<file path="config.mk">
export PLATFORM = sky130hd
export DESIGN_NAME = octagon_term_index_codec
export DESIGN_NICKNAME = d
export VERILOG_FILES = /design/src/design/otic_pkg.sv /design/src/design/otic_prep.sv /design/src/design/otic_cell.sv /design/src/design/otic_finish.sv /design/src/design/octagon_term_index_codec.sv
export SDC_FILE = /design/constraint.sdc
export NUM_CORES = 2
export LEC_CHECK = 0
export BUFFER_PORTS_ARGS = -buffer_cell sky130_fd_sc_hd__buf_4
export CORE_ASPECT_RATIO = 0.6
export CORE_MARGIN = 2
export CORE_UTILIZATION = 50
export CTS_CLUSTER_SIZE = 25
export DETAILED_ROUTE_END_ITERATION = 7
export PLACE_DENSITY = 0.66
export RECOVER_POWER = 50
export SETUP_SLACK_MARGIN = 0.15
export SYNTH_ARGS = -nofsm -noshare
export SYNTH_HDL_FRONTEND = slang
export SYNTH_SLANG_ARGS = --single-unit
export TNS_END_PERCENT = 30
</file>
<file path="constraint.sdc">
create_clock -name clock -period 25.4 [get_ports clock]
set_input_delay 3.81 -clock clock [delete_from_list [all_inputs] [get_ports clock]]
set_output_delay 3.81 -clock clock [all_outputs]
set_load 0.005 [all_outputs]
</file>
<file path="src/design/otic_pkg.sv">
`timescale 1ns / 1ps

package otic_pkg;

   localparam int POS_W   = 32;
   localparam int VAR_W   = 16;
   localparam int SGN_W   = 2;
   localparam int FIELD_W = POS_W + 2 * SGN_W + 2 * VAR_W;
   localparam int TDATA_W = ((FIELD_W + 7) / 8) * 8;
   localparam int PAD_W   = TDATA_W - FIELD_W;

   typedef enum logic [SGN_W-1:0] {
      SGN_NEG  = 2'd0,
      SGN_ZERO = 2'd1,
      SGN_POS  = 2'd2,
      SGN_NONE = 2'd3
   } sign_type;

   typedef enum logic {
      CMD_ENCODE = 1'b0,
      CMD_DECODE = 1'b1
   } command_type;

   typedef struct packed {
      command_type cmd;
      logic        bad;
      logic        zero;
      sign_type    sign_hi;
      sign_type    sign_lo;
   } ctrl_type;

endpackage

</file>
<file path="src/design/otic_prep.sv">
`timescale 1ns / 1ps

module otic_prep #(
   parameter int INDEX_BITS = 32,
   parameter int VAR_BITS = 16,
   localparam int SQ_STEPS = INDEX_BITS / 2,
   localparam int MW = (VAR_BITS > SQ_STEPS) ? VAR_BITS : SQ_STEPS,
   localparam int NW = 2 * SQ_STEPS
) (
   input  logic                            clock,
   input  logic                            reset,
   input  logic                            up_valid,
   output logic                            up_ready,
   input  logic                            up_cmd,
   input  logic [otic_pkg::POS_W-1:0]      up_position,
   input  logic [otic_pkg::SGN_W-1:0]      up_sign_a,
   input  logic [otic_pkg::VAR_W-1:0]      up_var_a,
   input  logic [otic_pkg::SGN_W-1:0]      up_sign_b,
   input  logic [otic_pkg::VAR_W-1:0]      up_var_b,
   output logic                            dn_valid,
   input  logic                            dn_ready,
   output otic_pkg::ctrl_type              dn_ctrl,
   output logic [INDEX_BITS-1:0]           dn_pos,
   output logic [VAR_BITS-1:0]             dn_vhi,
   output logic [VAR_BITS-1:0]             dn_vlo,
   output logic [MW-1:0]                   dn_root,
   output logic [NW-1:0]                   dn_rad
);

   logic                  valid_ff, valid_in;
   otic_pkg::ctrl_type    ctrl_ff, ctrl_in, ctrl_new;
   logic [INDEX_BITS-1:0] pos_ff, pos_in, pos_new;
   logic [VAR_BITS-1:0]   vhi_ff, vhi_in, vlo_ff, vlo_in;
   logic [MW-1:0]         root_ff, root_in;
   logic [NW-1:0]         rad_ff, rad_in;

   logic [VAR_BITS-1:0]   va, vb, vhi_new, vlo_new;
   otic_pkg::sign_type    shi, slo;
   logic                  swap, enc_bad, load;

   assign up_ready = !valid_ff || dn_ready;
   assign load     = up_valid && up_ready;

   always_comb begin
      va      = VAR_BITS'(up_var_a);
      vb      = VAR_BITS'(up_var_b);
      swap    = va < vb;
      shi     = otic_pkg::sign_type'(swap ? up_sign_b : up_sign_a);
      slo     = otic_pkg::sign_type'(swap ? up_sign_a : up_sign_b);
      vhi_new = swap ? vb : va;
      vlo_new = swap ? va : vb;
      pos_new = INDEX_BITS'(up_position);
      enc_bad = (shi == otic_pkg::SGN_NONE) || (slo == otic_pkg::SGN_NONE) ||
                ((shi != otic_pkg::SGN_ZERO) &&
                 ((va == vb) || ((slo != otic_pkg::SGN_ZERO) && (vlo_new == '0))));
      ctrl_new.cmd     = otic_pkg::command_type'(up_cmd);
      ctrl_new.sign_hi = shi;
      ctrl_new.sign_lo = slo;
      if (ctrl_new.cmd == otic_pkg::CMD_DECODE) begin
         ctrl_new.bad  = 1'b0;
         ctrl_new.zero = (pos_new == '0);
      end else begin
         ctrl_new.bad  = enc_bad;
         ctrl_new.zero = enc_bad || (shi == otic_pkg::SGN_ZERO);
      end
   end

   always_comb begin
      valid_in = up_ready ? up_valid : valid_ff;
      ctrl_in  = ctrl_ff;
      pos_in   = pos_ff;
      vhi_in   = vhi_ff;
      vlo_in   = vlo_ff;
      root_in  = root_ff;
      rad_in   = rad_ff;
      if (load) begin
         ctrl_in = ctrl_new;
         pos_in  = pos_new;
         vhi_in  = vhi_new;
         vlo_in  = vlo_new;
         rad_in  = NW'((pos_new - INDEX_BITS'(1)) >> 1);
         if (ctrl_new.cmd == otic_pkg::CMD_DECODE) begin
            root_in = '0;
         end else begin
            root_in = MW'(vhi_new) - MW'(1);
         end
      end
   end

   always_ff @(posedge clock) begin
      if (reset) begin
         valid_ff <= 1'b0;
      end else begin
         valid_ff <= valid_in;
      end
   end

   always_ff @(posedge clock) begin
      ctrl_ff <= ctrl_in;
      pos_ff  <= pos_in;
      vhi_ff  <= vhi_in;
      vlo_ff  <= vlo_in;
      root_ff <= root_in;
      rad_ff  <= rad_in;
   end

   assign dn_valid = valid_ff;
   assign dn_ctrl  = ctrl_ff;
   assign dn_pos   = pos_ff;
   assign dn_vhi   = vhi_ff;
   assign dn_vlo   = vlo_ff;
   assign dn_root  = root_ff;
   assign dn_rad   = rad_ff;

endmodule

</file>
<file path="src/design/otic_cell.sv">
`timescale 1ns / 1ps

module otic_cell #(
   parameter int INDEX_BITS = 32,
   parameter int VAR_BITS = 16,
   localparam int SQ_STEPS = INDEX_BITS / 2,
   localparam int MW = (VAR_BITS > SQ_STEPS) ? VAR_BITS : SQ_STEPS,
   localparam int NW = 2 * SQ_STEPS,
   localparam int RW = SQ_STEPS + 2
) (
   input  logic                  clock,
   input  logic                  reset,
   input  logic                  up_valid,
   output logic                  up_ready,
   input  otic_pkg::ctrl_type    up_ctrl,
   input  logic [INDEX_BITS-1:0] up_pos,
   input  logic [VAR_BITS-1:0]   up_vhi,
   input  logic [VAR_BITS-1:0]   up_vlo,
   input  logic [MW-1:0]         up_root,
   input  logic [RW-1:0]         up_rem,
   input  logic [NW-1:0]         up_rad,
   output logic                  dn_valid,
   input  logic                  dn_ready,
   output otic_pkg::ctrl_type    dn_ctrl,
   output logic [INDEX_BITS-1:0] dn_pos,
   output logic [VAR_BITS-1:0]   dn_vhi,
   output logic [VAR_BITS-1:0]   dn_vlo,
   output logic [MW-1:0]         dn_root,
   output logic [RW-1:0]         dn_rem,
   output logic [NW-1:0]         dn_rad
);

   logic                  valid_ff, valid_in;
   otic_pkg::ctrl_type    ctrl_ff, ctrl_in;
   logic [INDEX_BITS-1:0] pos_ff, pos_in;
   logic [VAR_BITS-1:0]   vhi_ff, vhi_in, vlo_ff, vlo_in;
   logic [MW-1:0]         root_ff, root_in;
   logic [RW-1:0]         rem_ff, rem_in;
   logic [NW-1:0]         rad_ff, rad_in;

   logic [RW-1:0]         rem_sh, trial;
   logic                  ge, load;

   assign up_ready = !valid_ff || dn_ready;
   assign load     = up_valid && up_ready;

   // one root bit per cell: bring down the next bit pair and try (root << 2) | 1
   always_comb begin
      rem_sh = {up_rem[RW-3:0], up_rad[NW-1 -: 2]};
      trial  = RW'({up_root, 2'b01});
      ge     = rem_sh >= trial;
   end

   always_comb begin
      valid_in = up_ready ? up_valid : valid_ff;
      ctrl_in  = ctrl_ff;
      pos_in   = pos_ff;
      vhi_in   = vhi_ff;
      vlo_in   = vlo_ff;
      root_in  = root_ff;
      rem_in   = rem_ff;
      rad_in   = rad_ff;
      if (load) begin
         ctrl_in = up_ctrl;
         pos_in  = up_pos;
         vhi_in  = up_vhi;
         vlo_in  = up_vlo;
         root_in = up_root;
         rem_in  = up_rem;
         rad_in  = up_rad;
         if (up_ctrl.cmd == otic_pkg::CMD_DECODE) begin
            root_in = {up_root[MW-2:0], ge};
            rem_in  = ge ? (rem_sh - trial) : rem_sh;
            rad_in  = {up_rad[NW-3:0], 2'b00};
         end
      end
   end

   always_ff @(posedge clock) begin
      if (reset) begin
         valid_ff <= 1'b0;
      end else begin
         valid_ff <= valid_in;
      end
   end

   always_ff @(posedge clock) begin
      ctrl_ff <= ctrl_in;
      pos_ff  <= pos_in;
      vhi_ff  <= vhi_in;
      vlo_ff  <= vlo_in;
      root_ff <= root_in;
      rem_ff  <= rem_in;
      rad_ff  <= rad_in;
   end

   assign dn_valid = valid_ff;
   assign dn_ctrl  = ctrl_ff;
   assign dn_pos   = pos_ff;
   assign dn_vhi   = vhi_ff;
   assign dn_vlo   = vlo_ff;
   assign dn_root  = root_ff;
   assign dn_rem   = rem_ff;
   assign dn_rad   = rad_ff;

endmodule

</file>
<file path="src/design/otic_finish.sv">
`timescale 1ns / 1ps

module otic_finish #(
   parameter int INDEX_BITS = 32,
   parameter int VAR_BITS = 16,
   localparam int SQ_STEPS = INDEX_BITS / 2,
   localparam int MW = (VAR_BITS > SQ_STEPS) ? VAR_BITS : SQ_STEPS,
   localparam int ACC_W = 2 * MW + 3
) (
   input  logic                  clock,
   input  logic                  reset,
   input  logic                  up_valid,
   output logic                  up_ready,
   input  otic_pkg::ctrl_type    up_ctrl,
   input  logic [INDEX_BITS-1:0] up_pos,
   input  logic [VAR_BITS-1:0]   up_vhi,
   input  logic [VAR_BITS-1:0]   up_vlo,
   input  logic [MW-1:0]         up_root,
   output logic                  dn_valid,
   input  logic                  dn_ready,
   output logic [INDEX_BITS-1:0] dn_pos,
   output otic_pkg::sign_type    dn_sign_hi,
   output logic [VAR_BITS-1:0]   dn_vhi,
   output otic_pkg::sign_type    dn_sign_lo,
   output logic [VAR_BITS-1:0]   dn_vlo,
   output logic                  dn_bad
);

   localparam logic [ACC_W-1:0] IMASK = ACC_W'({INDEX_BITS{1'b1}});

   // stage 1: square of m
   logic                  v1_ff, v1_in;
   otic_pkg::ctrl_type    c1_ff, c1_in;
   logic [INDEX_BITS-1:0] p1_ff, p1_in;
   logic [VAR_BITS-1:0]   vh1_ff, vh1_in, vl1_ff, vl1_in;
   logic [MW-1:0]         m1_ff, m1_in;
   logic [2*MW-1:0]       sq1_ff, sq1_in;

   // stage 2: group base and hi offset
   logic                  v2_ff, v2_in;
   otic_pkg::ctrl_type    c2_ff, c2_in;
   logic [INDEX_BITS-1:0] p2_ff, p2_in;
   logic [VAR_BITS-1:0]   vh2_ff, vh2_in, vl2_ff, vl2_in;
   logic [MW-1:0]         m2_ff, m2_in;
   logic [ACC_W-1:0]      acc2_ff, acc2_in;
   logic                  sqovf2_ff, sqovf2_in;

   // stage 3: result register
   logic                  v3_ff, v3_in;
   otic_pkg::command_type cmd3_ff, cmd3_in;
   logic [INDEX_BITS-1:0] p3_ff, p3_in;
   otic_pkg::sign_type    shi3_ff, shi3_in, slo3_ff, slo3_in;
   logic [VAR_BITS-1:0]   vh3_ff, vh3_in, vl3_ff, vl3_in;
   logic                  bad3_ff, bad3_in;

   logic r1, r2, r3, ld1, ld2, ld3;
   logic [ACC_W-1:0] base2, half3, sep3, lo_add3, total3;
   logic [MW:0]      vhi_full3;
   logic             neg3, zero_lo3, ovf3;

   assign r3       = !v3_ff || dn_ready;
   assign r2       = !v2_ff || r3;
   assign r1       = !v1_ff || r2;
   assign up_ready = r1;
   assign ld1      = up_valid && r1;
   assign ld2      = v1_ff && r2;
   assign ld3      = v2_ff && r3;

   always_comb begin
      v1_in  = r1 ? up_valid : v1_ff;
      c1_in  = ld1 ? up_ctrl : c1_ff;
      p1_in  = ld1 ? up_pos : p1_ff;
      vh1_in = ld1 ? up_vhi : vh1_ff;
      vl1_in = ld1 ? up_vlo : vl1_ff;
      m1_in  = ld1 ? up_root : m1_ff;
      sq1_in = ld1 ? (2*MW)'(up_root * up_root) : sq1_ff;
   end

   always_comb begin
      base2     = (ACC_W'(sq1_ff) << 1) + ACC_W'(1);
      v2_in     = r2 ? v1_ff : v2_ff;
      c2_in     = ld2 ? c1_ff : c2_ff;
      p2_in     = ld2 ? p1_ff : p2_ff;
      vh2_in    = ld2 ? vh1_ff : vh2_ff;
      vl2_in    = ld2 ? vl1_ff : vl2_ff;
      m2_in     = ld2 ? m1_ff : m2_ff;
      sqovf2_in = ld2 ? (ACC_W'(sq1_ff) > (IMASK >> 1)) : sqovf2_ff;
      acc2_in   = acc2_ff;
      if (ld2) begin
         if (c1_ff.cmd == otic_pkg::CMD_DECODE) begin
            acc2_in = ACC_W'(p1_ff) - base2;
         end else if (c1_ff.sign_hi == otic_pkg::SGN_POS) begin
            acc2_in = base2 + ACC_W'({m1_ff, 1'b1});
         end else begin
            acc2_in = base2;
         end
      end
   end

   always_comb begin
      half3     = ACC_W'({m2_ff, 1'b0});
      neg3      = acc2_ff <= half3;
      sep3      = neg3 ? acc2_ff : (acc2_ff - half3 - ACC_W'(1));
      zero_lo3  = sep3 == '0;
      vhi_full3 = {1'b0, m2_ff} + (MW+1)'(1);
      case (c2_ff.sign_lo)
         otic_pkg::SGN_POS: lo_add3 = ACC_W'({vl2_ff, 1'b0});
         otic_pkg::SGN_NEG: lo_add3 = ACC_W'({vl2_ff, 1'b0}) - ACC_W'(1);
         default:           lo_add3 = '0;
      endcase
      total3 = acc2_ff + lo_add3;
      ovf3   = sqovf2_ff || (total3 > IMASK);
   end

   always_comb begin
      v3_in   = r3 ? v2_ff : v3_ff;
      cmd3_in = cmd3_ff;
      p3_in   = p3_ff;
      shi3_in = shi3_ff;
      slo3_in = slo3_ff;
      vh3_in  = vh3_ff;
      vl3_in  = vl3_ff;
      bad3_in = bad3_ff;
      if (ld3) begin
         cmd3_in = c2_ff.cmd;
         if (c2_ff.cmd == otic_pkg::CMD_DECODE) begin
            p3_in = p2_ff;
            if (c2_ff.zero) begin
               shi3_in = otic_pkg::SGN_ZERO;
               slo3_in = otic_pkg::SGN_ZERO;
               vh3_in  = '0;
               vl3_in  = '0;
               bad3_in = 1'b0;
            end else begin
               shi3_in = neg3 ? otic_pkg::SGN_NEG : otic_pkg::SGN_POS;
               if (zero_lo3) begin
                  slo3_in = otic_pkg::SGN_ZERO;
                  vl3_in  = '0;
               end else begin
                  slo3_in = sep3[0] ? otic_pkg::SGN_NEG : otic_pkg::SGN_POS;
                  vl3_in  = VAR_BITS'((sep3 + ACC_W'(1)) >> 1);
               end
               vh3_in  = VAR_BITS'(vhi_full3);
               bad3_in = |(vhi_full3 >> VAR_BITS);
            end
         end else begin
            shi3_in = c2_ff.sign_hi;
            slo3_in = c2_ff.sign_lo;
            vh3_in  = vh2_ff;
            vl3_in  = vl2_ff;
            if (c2_ff.zero) begin
               p3_in   = '0;
               bad3_in = c2_ff.bad;
            end else begin
               p3_in   = ovf3 ? '0 : INDEX_BITS'(total3);
               bad3_in = ovf3;
            end
         end
      end
   end

   always_ff @(posedge clock) begin
      if (reset) begin
         v1_ff <= 1'b0;
         v2_ff <= 1'b0;
         v3_ff <= 1'b0;
      end else begin
         v1_ff <= v1_in;
         v2_ff <= v2_in;
         v3_ff <= v3_in;
      end
   end

   always_ff @(posedge clock) begin
      c1_ff     <= c1_in;
      p1_ff     <= p1_in;
      vh1_ff    <= vh1_in;
      vl1_ff    <= vl1_in;
      m1_ff     <= m1_in;
      sq1_ff    <= sq1_in;
      c2_ff     <= c2_in;
      p2_ff     <= p2_in;
      vh2_ff    <= vh2_in;
      vl2_ff    <= vl2_in;
      m2_ff     <= m2_in;
      acc2_ff   <= acc2_in;
      sqovf2_ff <= sqovf2_in;
      cmd3_ff   <= cmd3_in;
      p3_ff     <= p3_in;
      shi3_ff   <= shi3_in;
      slo3_ff   <= slo3_in;
      vh3_ff    <= vh3_in;
      vl3_ff    <= vl3_in;
      bad3_ff   <= bad3_in;
   end

   assign dn_valid   = v3_ff;
   assign dn_pos     = p3_ff;
   assign dn_sign_hi = shi3_ff;
   assign dn_vhi     = vh3_ff;
   assign dn_sign_lo = slo3_ff;
   assign dn_vlo     = vl3_ff;
   assign dn_bad     = bad3_ff;

`ifndef SYNTHESIS
   a_enc_bad_zero_pos: assert property (@(posedge clock) disable iff (reset)
      v3_ff && (cmd3_ff == otic_pkg::CMD_ENCODE) && bad3_ff |-> (p3_ff == '0))
      else $error("encode result flagged invalid with nonzero index");

   a_dec_zero_term: assert property (@(posedge clock) disable iff (reset)
      v3_ff && (cmd3_ff == otic_pkg::CMD_DECODE) && (p3_ff == '0) |->
      (shi3_ff == otic_pkg::SGN_ZERO) && (slo3_ff == otic_pkg::SGN_ZERO) &&
      (vh3_ff == '0) && (vl3_ff == '0) && !bad3_ff)
      else $error("index zero did not decode to the zero term");

   a_dec_hi_sign: assert property (@(posedge clock) disable iff (reset)
      v3_ff && (cmd3_ff == otic_pkg::CMD_DECODE) && (p3_ff != '0) |->
      (shi3_ff == otic_pkg::SGN_NEG) || (shi3_ff == otic_pkg::SGN_POS))
      else $error("nonzero index decoded with zero hi sign");

   a_valid_signs: assert property (@(posedge clock) disable iff (reset)
      v3_ff && !bad3_ff |->
      (shi3_ff != otic_pkg::SGN_NONE) && (slo3_ff != otic_pkg::SGN_NONE))
      else $error("valid result carries a non-sign code");
`endif

endmodule

</file>
<file path="src/design/octagon_term_index_codec.sv">
`timescale 1ns / 1ps

// channel | direction | tdata (low bit up)                               | tuser
// req     | in        | position_in, sign_a, var_a, sign_b, var_b, pad  | command
// rsp     | out       | position_out, sign_hi, var_hi, sign_lo, var_lo  | invalid
//
// one transfer per cycle sustained in both directions while rsp_tready stays high, any mix of encode and decode
// each item passes an entry register, one square-root cell per root bit,
// then square, base and result registers
// reset clears only the stage valid flags
// with rsp_tready low the result holds; empty stages upstream keep filling and
// req_tready falls only when every stage holds an item

module octagon_term_index_codec #(
   parameter int INDEX_BITS = 32,
   parameter int VAR_BITS = 16
) (
   input  logic                          clock,
   input  logic                          reset,
   input  logic                          req_tvalid,
   output logic                          req_tready,
   // position_in[31:0], sign_a[33:32], var_a[49:34], sign_b[51:50], var_b[67:52]
   input  logic [otic_pkg::TDATA_W-1:0]  req_tdata,
   // command[0]
   input  logic                          req_tuser,
   output logic                          rsp_tvalid,
   input  logic                          rsp_tready,
   // position_out[31:0], sign_hi[33:32], var_hi[49:34], sign_lo[51:50], var_lo[67:52]
   output logic [otic_pkg::TDATA_W-1:0]  rsp_tdata,
   // invalid[0]
   output logic                          rsp_tuser
);

   localparam int SQ_STEPS = INDEX_BITS / 2;
   localparam int MW = (VAR_BITS > SQ_STEPS) ? VAR_BITS : SQ_STEPS;
   localparam int NW = 2 * SQ_STEPS;
   localparam int RW = SQ_STEPS + 2;
   localparam int P0 = otic_pkg::POS_W;
   localparam int P1 = P0 + otic_pkg::SGN_W;
   localparam int P2 = P1 + otic_pkg::VAR_W;
   localparam int P3 = P2 + otic_pkg::SGN_W;

   logic                  vld  [SQ_STEPS+1];
   logic                  rdy  [SQ_STEPS+1];
   otic_pkg::ctrl_type    ctl  [SQ_STEPS+1];
   logic [INDEX_BITS-1:0] pos  [SQ_STEPS+1];
   logic [VAR_BITS-1:0]   vhi  [SQ_STEPS+1];
   logic [VAR_BITS-1:0]   vlo  [SQ_STEPS+1];
   logic [MW-1:0]         root [SQ_STEPS+1];
   logic [RW-1:0]         rem  [SQ_STEPS+1];
   logic [NW-1:0]         rad  [SQ_STEPS+1];

   logic [INDEX_BITS-1:0] out_pos;
   otic_pkg::sign_type    out_shi, out_slo;
   logic [VAR_BITS-1:0]   out_vhi, out_vlo;
   logic                  out_bad;

   otic_prep #(.INDEX_BITS(INDEX_BITS), .VAR_BITS(VAR_BITS)) u_prep (
      .clock       (clock),
      .reset       (reset),
      .up_valid    (req_tvalid),
      .up_ready    (req_tready),
      .up_cmd      (req_tuser),
      .up_position (req_tdata[P0-1:0]),
      .up_sign_a   (req_tdata[P1-1:P0]),
      .up_var_a    (req_tdata[P2-1:P1]),
      .up_sign_b   (req_tdata[P3-1:P2]),
      .up_var_b    (req_tdata[otic_pkg::FIELD_W-1:P3]),
      .dn_valid    (vld[0]),
      .dn_ready    (rdy[0]),
      .dn_ctrl     (ctl[0]),
      .dn_pos      (pos[0]),
      .dn_vhi      (vhi[0]),
      .dn_vlo      (vlo[0]),
      .dn_root     (root[0]),
      .dn_rad      (rad[0])
   );

   assign rem[0] = '0;

   for (genvar k = 0; k < SQ_STEPS; k++) begin : g_cell
      otic_cell #(.INDEX_BITS(INDEX_BITS), .VAR_BITS(VAR_BITS)) u_cell (
         .clock    (clock),
         .reset    (reset),
         .up_valid (vld[k]),
         .up_ready (rdy[k]),
         .up_ctrl  (ctl[k]),
         .up_pos   (pos[k]),
         .up_vhi   (vhi[k]),
         .up_vlo   (vlo[k]),
         .up_root  (root[k]),
         .up_rem   (rem[k]),
         .up_rad   (rad[k]),
         .dn_valid (vld[k+1]),
         .dn_ready (rdy[k+1]),
         .dn_ctrl  (ctl[k+1]),
         .dn_pos   (pos[k+1]),
         .dn_vhi   (vhi[k+1]),
         .dn_vlo   (vlo[k+1]),
         .dn_root  (root[k+1]),
         .dn_rem   (rem[k+1]),
         .dn_rad   (rad[k+1])
      );
   end

   otic_finish #(.INDEX_BITS(INDEX_BITS), .VAR_BITS(VAR_BITS)) u_finish (
      .clock      (clock),
      .reset      (reset),
      .up_valid   (vld[SQ_STEPS]),
      .up_ready   (rdy[SQ_STEPS]),
      .up_ctrl    (ctl[SQ_STEPS]),
      .up_pos     (pos[SQ_STEPS]),
      .up_vhi     (vhi[SQ_STEPS]),
      .up_vlo     (vlo[SQ_STEPS]),
      .up_root    (root[SQ_STEPS]),
      .dn_valid   (rsp_tvalid),
      .dn_ready   (rsp_tready),
      .dn_pos     (out_pos),
      .dn_sign_hi (out_shi),
      .dn_vhi     (out_vhi),
      .dn_sign_lo (out_slo),
      .dn_vlo     (out_vlo),
      .dn_bad     (out_bad)
   );

   assign rsp_tdata = {{otic_pkg::PAD_W{1'b0}},
                       otic_pkg::VAR_W'(out_vlo),
                       out_slo,
                       otic_pkg::VAR_W'(out_vhi),
                       out_shi,
                       otic_pkg::POS_W'(out_pos)};
   assign rsp_tuser = out_bad;

endmodule
</file>
==> After elaboration in Yosys (flattened, before gate mapping) <==
Index checks and enable logic that the tools add are counted.
{ "word_totals": {"ff_bits": 2559, "in_bits": 77, "output_inout_bits": 75, "elab_cells": 462} }
{ "op_classes": {"n_addsub": 26, "mul": 1, "order_cmp": 20, "n_eq_ne": 8, "muxes": 87, "reduce_logical": 72} }
{ "ops": {"columns": ["operator", "count"], "rows": [
  ["16-bit 2-to-1 mux", 51],
  ["32-bit 2-to-1 mux", 17],
  ["18-bit greater-or-equal comparator", 15],
  ["16-bit subtractor", 14],
  ["35-bit 2-to-1 mux", 3],
  ["35-bit case mux with 2 select lines", 1],
  ["35-bit by 17-bit adder with 35-bit output", 1],
  ["35-bit adder", 1],
  ["35-bit by 32-bit greater-than comparator with 1-bit output (second input constant)", 1],
  ["35-bit by 17-bit <= comparator with 1-bit output", 1],
  ["35-bit zero test", 1],
  ["32-bit by 35-bit subtractor with 35-bit output", 1],
  ["35-bit by 1-bit subtractor with 35-bit output (second input constant)", 1],
  ["35-bit by 17-bit subtractor with 35-bit output", 1],
  ["33-bit by 1-bit adder with 34-bit output (second input constant)", 1],
  ["32-bit by 31-bit greater-than comparator with 1-bit output (second input constant)", 1],
  ["32-bit zero test", 1],
  ["16-bit by 16-bit multiplier with 32-bit output", 1],
  ["32-bit by 1-bit subtractor with 32-bit output (second input constant)", 1],
  ["31-bit 2-to-1 mux", 1],
  ["1-bit logical OR", 25],
  ["1-bit logical AND", 22],
  ["1-bit zero test", 20],
  ["1-bit by 18-bit greater-or-equal comparator with 1-bit output", 1],
  ["15 further kinds", 31]
]} }

==> Logic depth before layout (Yosys ltp) <==
{ "logic_depth": {"depth_word": 22, "ltp_mapped": 26} }

==> By module <==
From an unflattened synthesis, not the netlist that was laid out.
{ "hier_totals": {"cells_unflattened": 9679, "hier_area_um2": 126920.5} }
{ "modules_own_cells": {"columns": ["mod", "instances", "cells_per_inst", "area_each_um2", "seq_area_each_um2"], "rows": [
  ["otic_cell", 16, 431, 6040.8, 4134.0],
  ["otic_finish", 1, 2354, 24529.8, 9339.0],
  ["otic_prep", 1, 424, 5704.2, 3563.4],
  ["octagon_term_index_codec", 1, 5, 33.8, 0.0]
]} }

==> Least setup slack after synthesis <==
No wires, ideal clock.
{ "synth_timing": {"path_kind": "input -> register", "from": "input port rsp_tready", "to": "register g_cell[2].u_cell.ctrl_ff (netlist bit g_cell[2].u_cell.dn_ctrl[0]) (enable)", "arrival_ns": 14.003, "required_ns": 24.585, "path_slack_ns": 10.582, "cell_stages": 7, "cell_sequence": "and4b_1 and4_1 nand3_1 nor3_1 nand3_1 nor2_1 a21boi_0"} }
{ "synth_between": {"elab_chain_cells": 18} }
{ "synth_rtl": {"columns": ["item", "line_no", "source"], "rows": [
  ["start, declared", "octagon_term_index_codec.sv:27", "input logic rsp_tready,"],
  ["1-bit logical OR", "otic_finish.sv:61", "assign r3 = !v3_ff || dn_ready;"],
  ["1-bit logical OR", "otic_finish.sv:62", "assign r2 = !v2_ff || r3;"],
  ["1-bit logical OR", "otic_finish.sv:63", "assign r1 = !v1_ff || r2;"],
  ["1-bit logical OR (14 in a row)", "otic_cell.sv:44", "assign up_ready = !valid_ff || dn_ready;"],
  ["1-bit logical AND", "otic_cell.sv:45", "assign load = up_valid && up_ready;"],
  ["net g_cell[2].u_cell.load", "otic_cell.sv:42", "logic ge, load;"],
  ["end signal, assigned", "otic_cell.sv:88", "ctrl_ff <= ctrl_in;"],
  ["end, declared", "otic_cell.sv:34", "otic_pkg::ctrl_type ctrl_ff, ctrl_in;"]
]} }
The timed path passes the listed nets, and every way through them passes these cells.
A chain may end at the register's enable or synchronous reset.

==> Worst setup path in the final report <==
{ "layout_timing": {"from": "input port rsp_tready", "to": "output port req_tready"} }
{ "layout_between": {"elab_chain_cells": 20} }
{ "layout_rtl": {"columns": ["item", "line_no", "source"], "rows": [
  ["1-bit logical OR", "otic_finish.sv:61", null],
  ["1-bit logical OR", "otic_finish.sv:62", null],
  ["1-bit logical OR", "otic_finish.sv:63", null],
  ["1-bit logical OR (16 in a row)", "otic_cell.sv:44", null],
  ["1-bit logical OR", "otic_prep.sv:41", "assign up_ready = !valid_ff || dn_ready;"],
  ["end, declared", "octagon_term_index_codec.sv:21", "output logic req_tready,"]
]} }
Every way passes these cells.

==> run metrics <==
status=complete, but fails checks; failing checks=max-capacitance violations, max-slew violations; final hold vios=0; Synth top area share=0.640; hold-critical path endpoint=g_cell[0].u_cell.dn_vhi[5]; Hold WC Path Type=flop to flop; latest clock arrival within the worst-skew pair=0.85 ns; Final HPWL DP=165 mm; Worst setup EP type=output port; Die X=604 um; syn avg cell area=13.6 sq um; Leakage=44.0 nW; vias in the first global route=59993; min Tclk post-route=10.63 ns; initial drt markers=5604; IO buf count=143; top cells by area, synth=edfxtp_1 64%, ha_1 5.6%, fa_1 3.1%, mux2_2 2.8%, o21ai_0 2.2%; htree depth=4; Post-Layout Inst Area=119000 sq um; post-DR wirelength/cell=20.3 um; P_int=6.18 mW; setup_tns=0 ns; CTS Sinks=2319; via count=61610; Reg power frac=0.552; Non-Filler Instances=11217; PnR worst setup slack=14.77 ns; RSZ-0062 raised after global routing=no; initial antenna violation count=23; CTS root buffer=clkbuf_16; final setup vio count=0; Placed Area=113000 sq um; first-pass GRT wire length=355 mm; largest net degree at the start of global routing=134; flops & latches, synth=2319; CP required=21.59 ns; FMAX=94.0 MHz; router iterations before antenna repair=7; Slew Viols, Final=1598; die area=220000 sq um; Peak supply drop=0.0000580 V; final total power=7.70 mW; R2R Path End=u_finish.sq1_ff[31]; worst flop-to-flop path startpoint=g_cell[15].u_cell.dn_root[7]; GRT Total Usage=0.208; clk buf depth=4; hold path depth=0; Data arrival, critical path=6.82 ns; warning count from the yosys run=0; cts hold-fix bufs=0; critical path type=input port to output port; clock slew at reported path FFs=0.06 ns; number of gates resized after CTS=0; worst slack, placed=14.72 ns; aggregate global routing overflow=0; Vias/cell=5.49; top-count cell post-synth=edfxtp_1; Worst Skew=0.0800 ns; Top FF cell, synth=edfxtp_1; final RePlAce weighted congestion=0.909; Post-CTS Setup Bufs=0; Netlist cell types=89; initial core utilization=0.502; reg2reg path depth=24; share of cells above drive strength 1=0.0951; number of flops mapped to enable cells by yosys=2299; Combinational Power Share=0.025; Final #Nets=8889; Total Wirelength=228 mm; synth cell count leaders=2299 x edfxtp_1, 610 x inv_1, 540 x nand2_1; cell row count=132; flop2flop setup slack=17.67 ns; slew margin rel.=-1.70; critical path launch point type=input port; Pwr per Cell Area=64.5 nW/um^2; hold_sp=u_prep.dn_vhi[5]; max_cap viols=27; worst-path maximum fanout=6; fin crit share=0.419; asr flop ratio synth=0; # IOs=152; mapped cell area=108000 sq um; Sw Pwr=1.52 mW; Clk pwr share=0.423; area grow syn2layout=10.6%; antenna-violating nets left=0; CTS tree=built; placed cells=10827; DR DRC count=0; Sw Ratio=0.197; post-synth top area cell=edfxtp_1; Chip Height=364 um; clock buffer count from CTS=213; Post-Syn Instances=7951; post-synthesis sequential area ratio=0.643; worst slew pin tran=4.05 ns; core area=215000 sq um
==> cell type report <==
| class | instances | area (sq um) |
|---|---|---|
| sequential | 2319 | 69400 |
| inverter | 610 | 2290 |
| multi-input combinational | 4805 | 35500 |
| clock inverter | 126 | 1470 |
| timing repair buffer | 212 | 1400 |
| tap | 2881 | 3600 |
| antenna | 8 | 20.0 |
| fill | 17300 | 95800 |
| clock buffer | 256 | 5610 |
==> per-stage QoR <==
stage,utilization,hold WS (ns)
6_report,0.555,0.361
5_1_grt,0.555,0.355
4_1_cts,0.556,0.352
3_5_place_dp,0.523,0.405
3_3_place_gp,0.523,0.400
2_1_floorplan,-,0.400
==> cells by family after synthesis <==
logic type | share of synthesized area
flops | 0.643
xor+xnor | 0.0320
buf+inv | 0.0296
fa+ha+maj | 0.0871
simple gates | 0.0779
compound gates | 0.0840
other cells | 0.0000347
mux | 0.0460
==> layout by cell type (no fill, tap or decap), drive strengths merged, types with 50 or more instances in the layout <==
master	count
mux2i	192
a31oi	77
o21a	66
clkinv	72
o21ai	491
a21oi	412
inv	619
nand2	540
nor2	502
buf	151
and2	86
xor2	143
fa	167
nand3	130
ha	484
a21o	110
mux2	270
edfxtp	2299
clkbuf	317
xnor2	251
a211oi	50
nor3	171
nand4	56
nor2b	75
==> registers in the layout, indices dropped and copies added, names as in the netlist, 35 cells and up <==
name and count:
g_cell.u_cell.dn_ctrl 112, g_cell.u_cell.dn_pos 512, g_cell.u_cell.dn_rad 240, g_cell.u_cell.dn_rem 240
g_cell.u_cell.dn_root 256, g_cell.u_cell.dn_vhi 256, g_cell.u_cell.dn_vlo 256, u_finish.acc2_ff 35
==> critical path: stages <==
cell	delay (ns)
clkbuf_1	0.08
and4b_1	0.40
and4_1	0.46
nand3_1	0.22
nor3_1	0.22
buf_4	0.22
nand3_1	0.11
nor2_1	0.49
nand3_1	0.18
inv_1	0.28
nand3_1	0.18
buf_4	0.17
==> power groups by stage <==
| stage | logic, mW | clock network (mW) | registers (mW) |
|---|---|---|---|
| after floorplan | 0.131 | 0 | 4.33 |
| after CTS | 0.194 | 3.34 | 4.25 |
| after detailed placement | 0.192 | 0 | 4.33 |
| final | 0.193 | 3.25 | 4.25 |
| after global placement | 0.190 | 0 | 4.33 |
| after global routing | 0.214 | 3.48 | 4.25 |
==> worst max-delay path by stage <==
stage	slack, ns	end	startpoint	cells after the start
6_report	14.77	req_tready	rsp_tready	12
5_1_grt	14.50	req_tready	rsp_tready	12
4_1_cts	14.66	req_tready	rsp_tready	12
3_5_place_dp	14.72	req_tready	rsp_tready	12
3_3_place_gp	14.76	req_tready	rsp_tready	12
2_1_floorplan	10.58	g_cell[2].u_cell.dn_ctrl[0]	rsp_tready	7
==> layer usage <==
| layer | global-route usage | share of wire | vias to the layer above |
|---|---|---|---|
| met5 | 0 | 0.000044 | - |
| met4 | 0.0541 | 0.023 | 2 |
| met3 | 0.0318 | 0.063 | 305 |
| met2 | 0.291 | 0.41 | 1789 |
| met1 | 0.334 | 0.50 | 29791 |
| li1 | - | - | 29723 |
No activity file was read; power rests on OpenSTA's default activity.
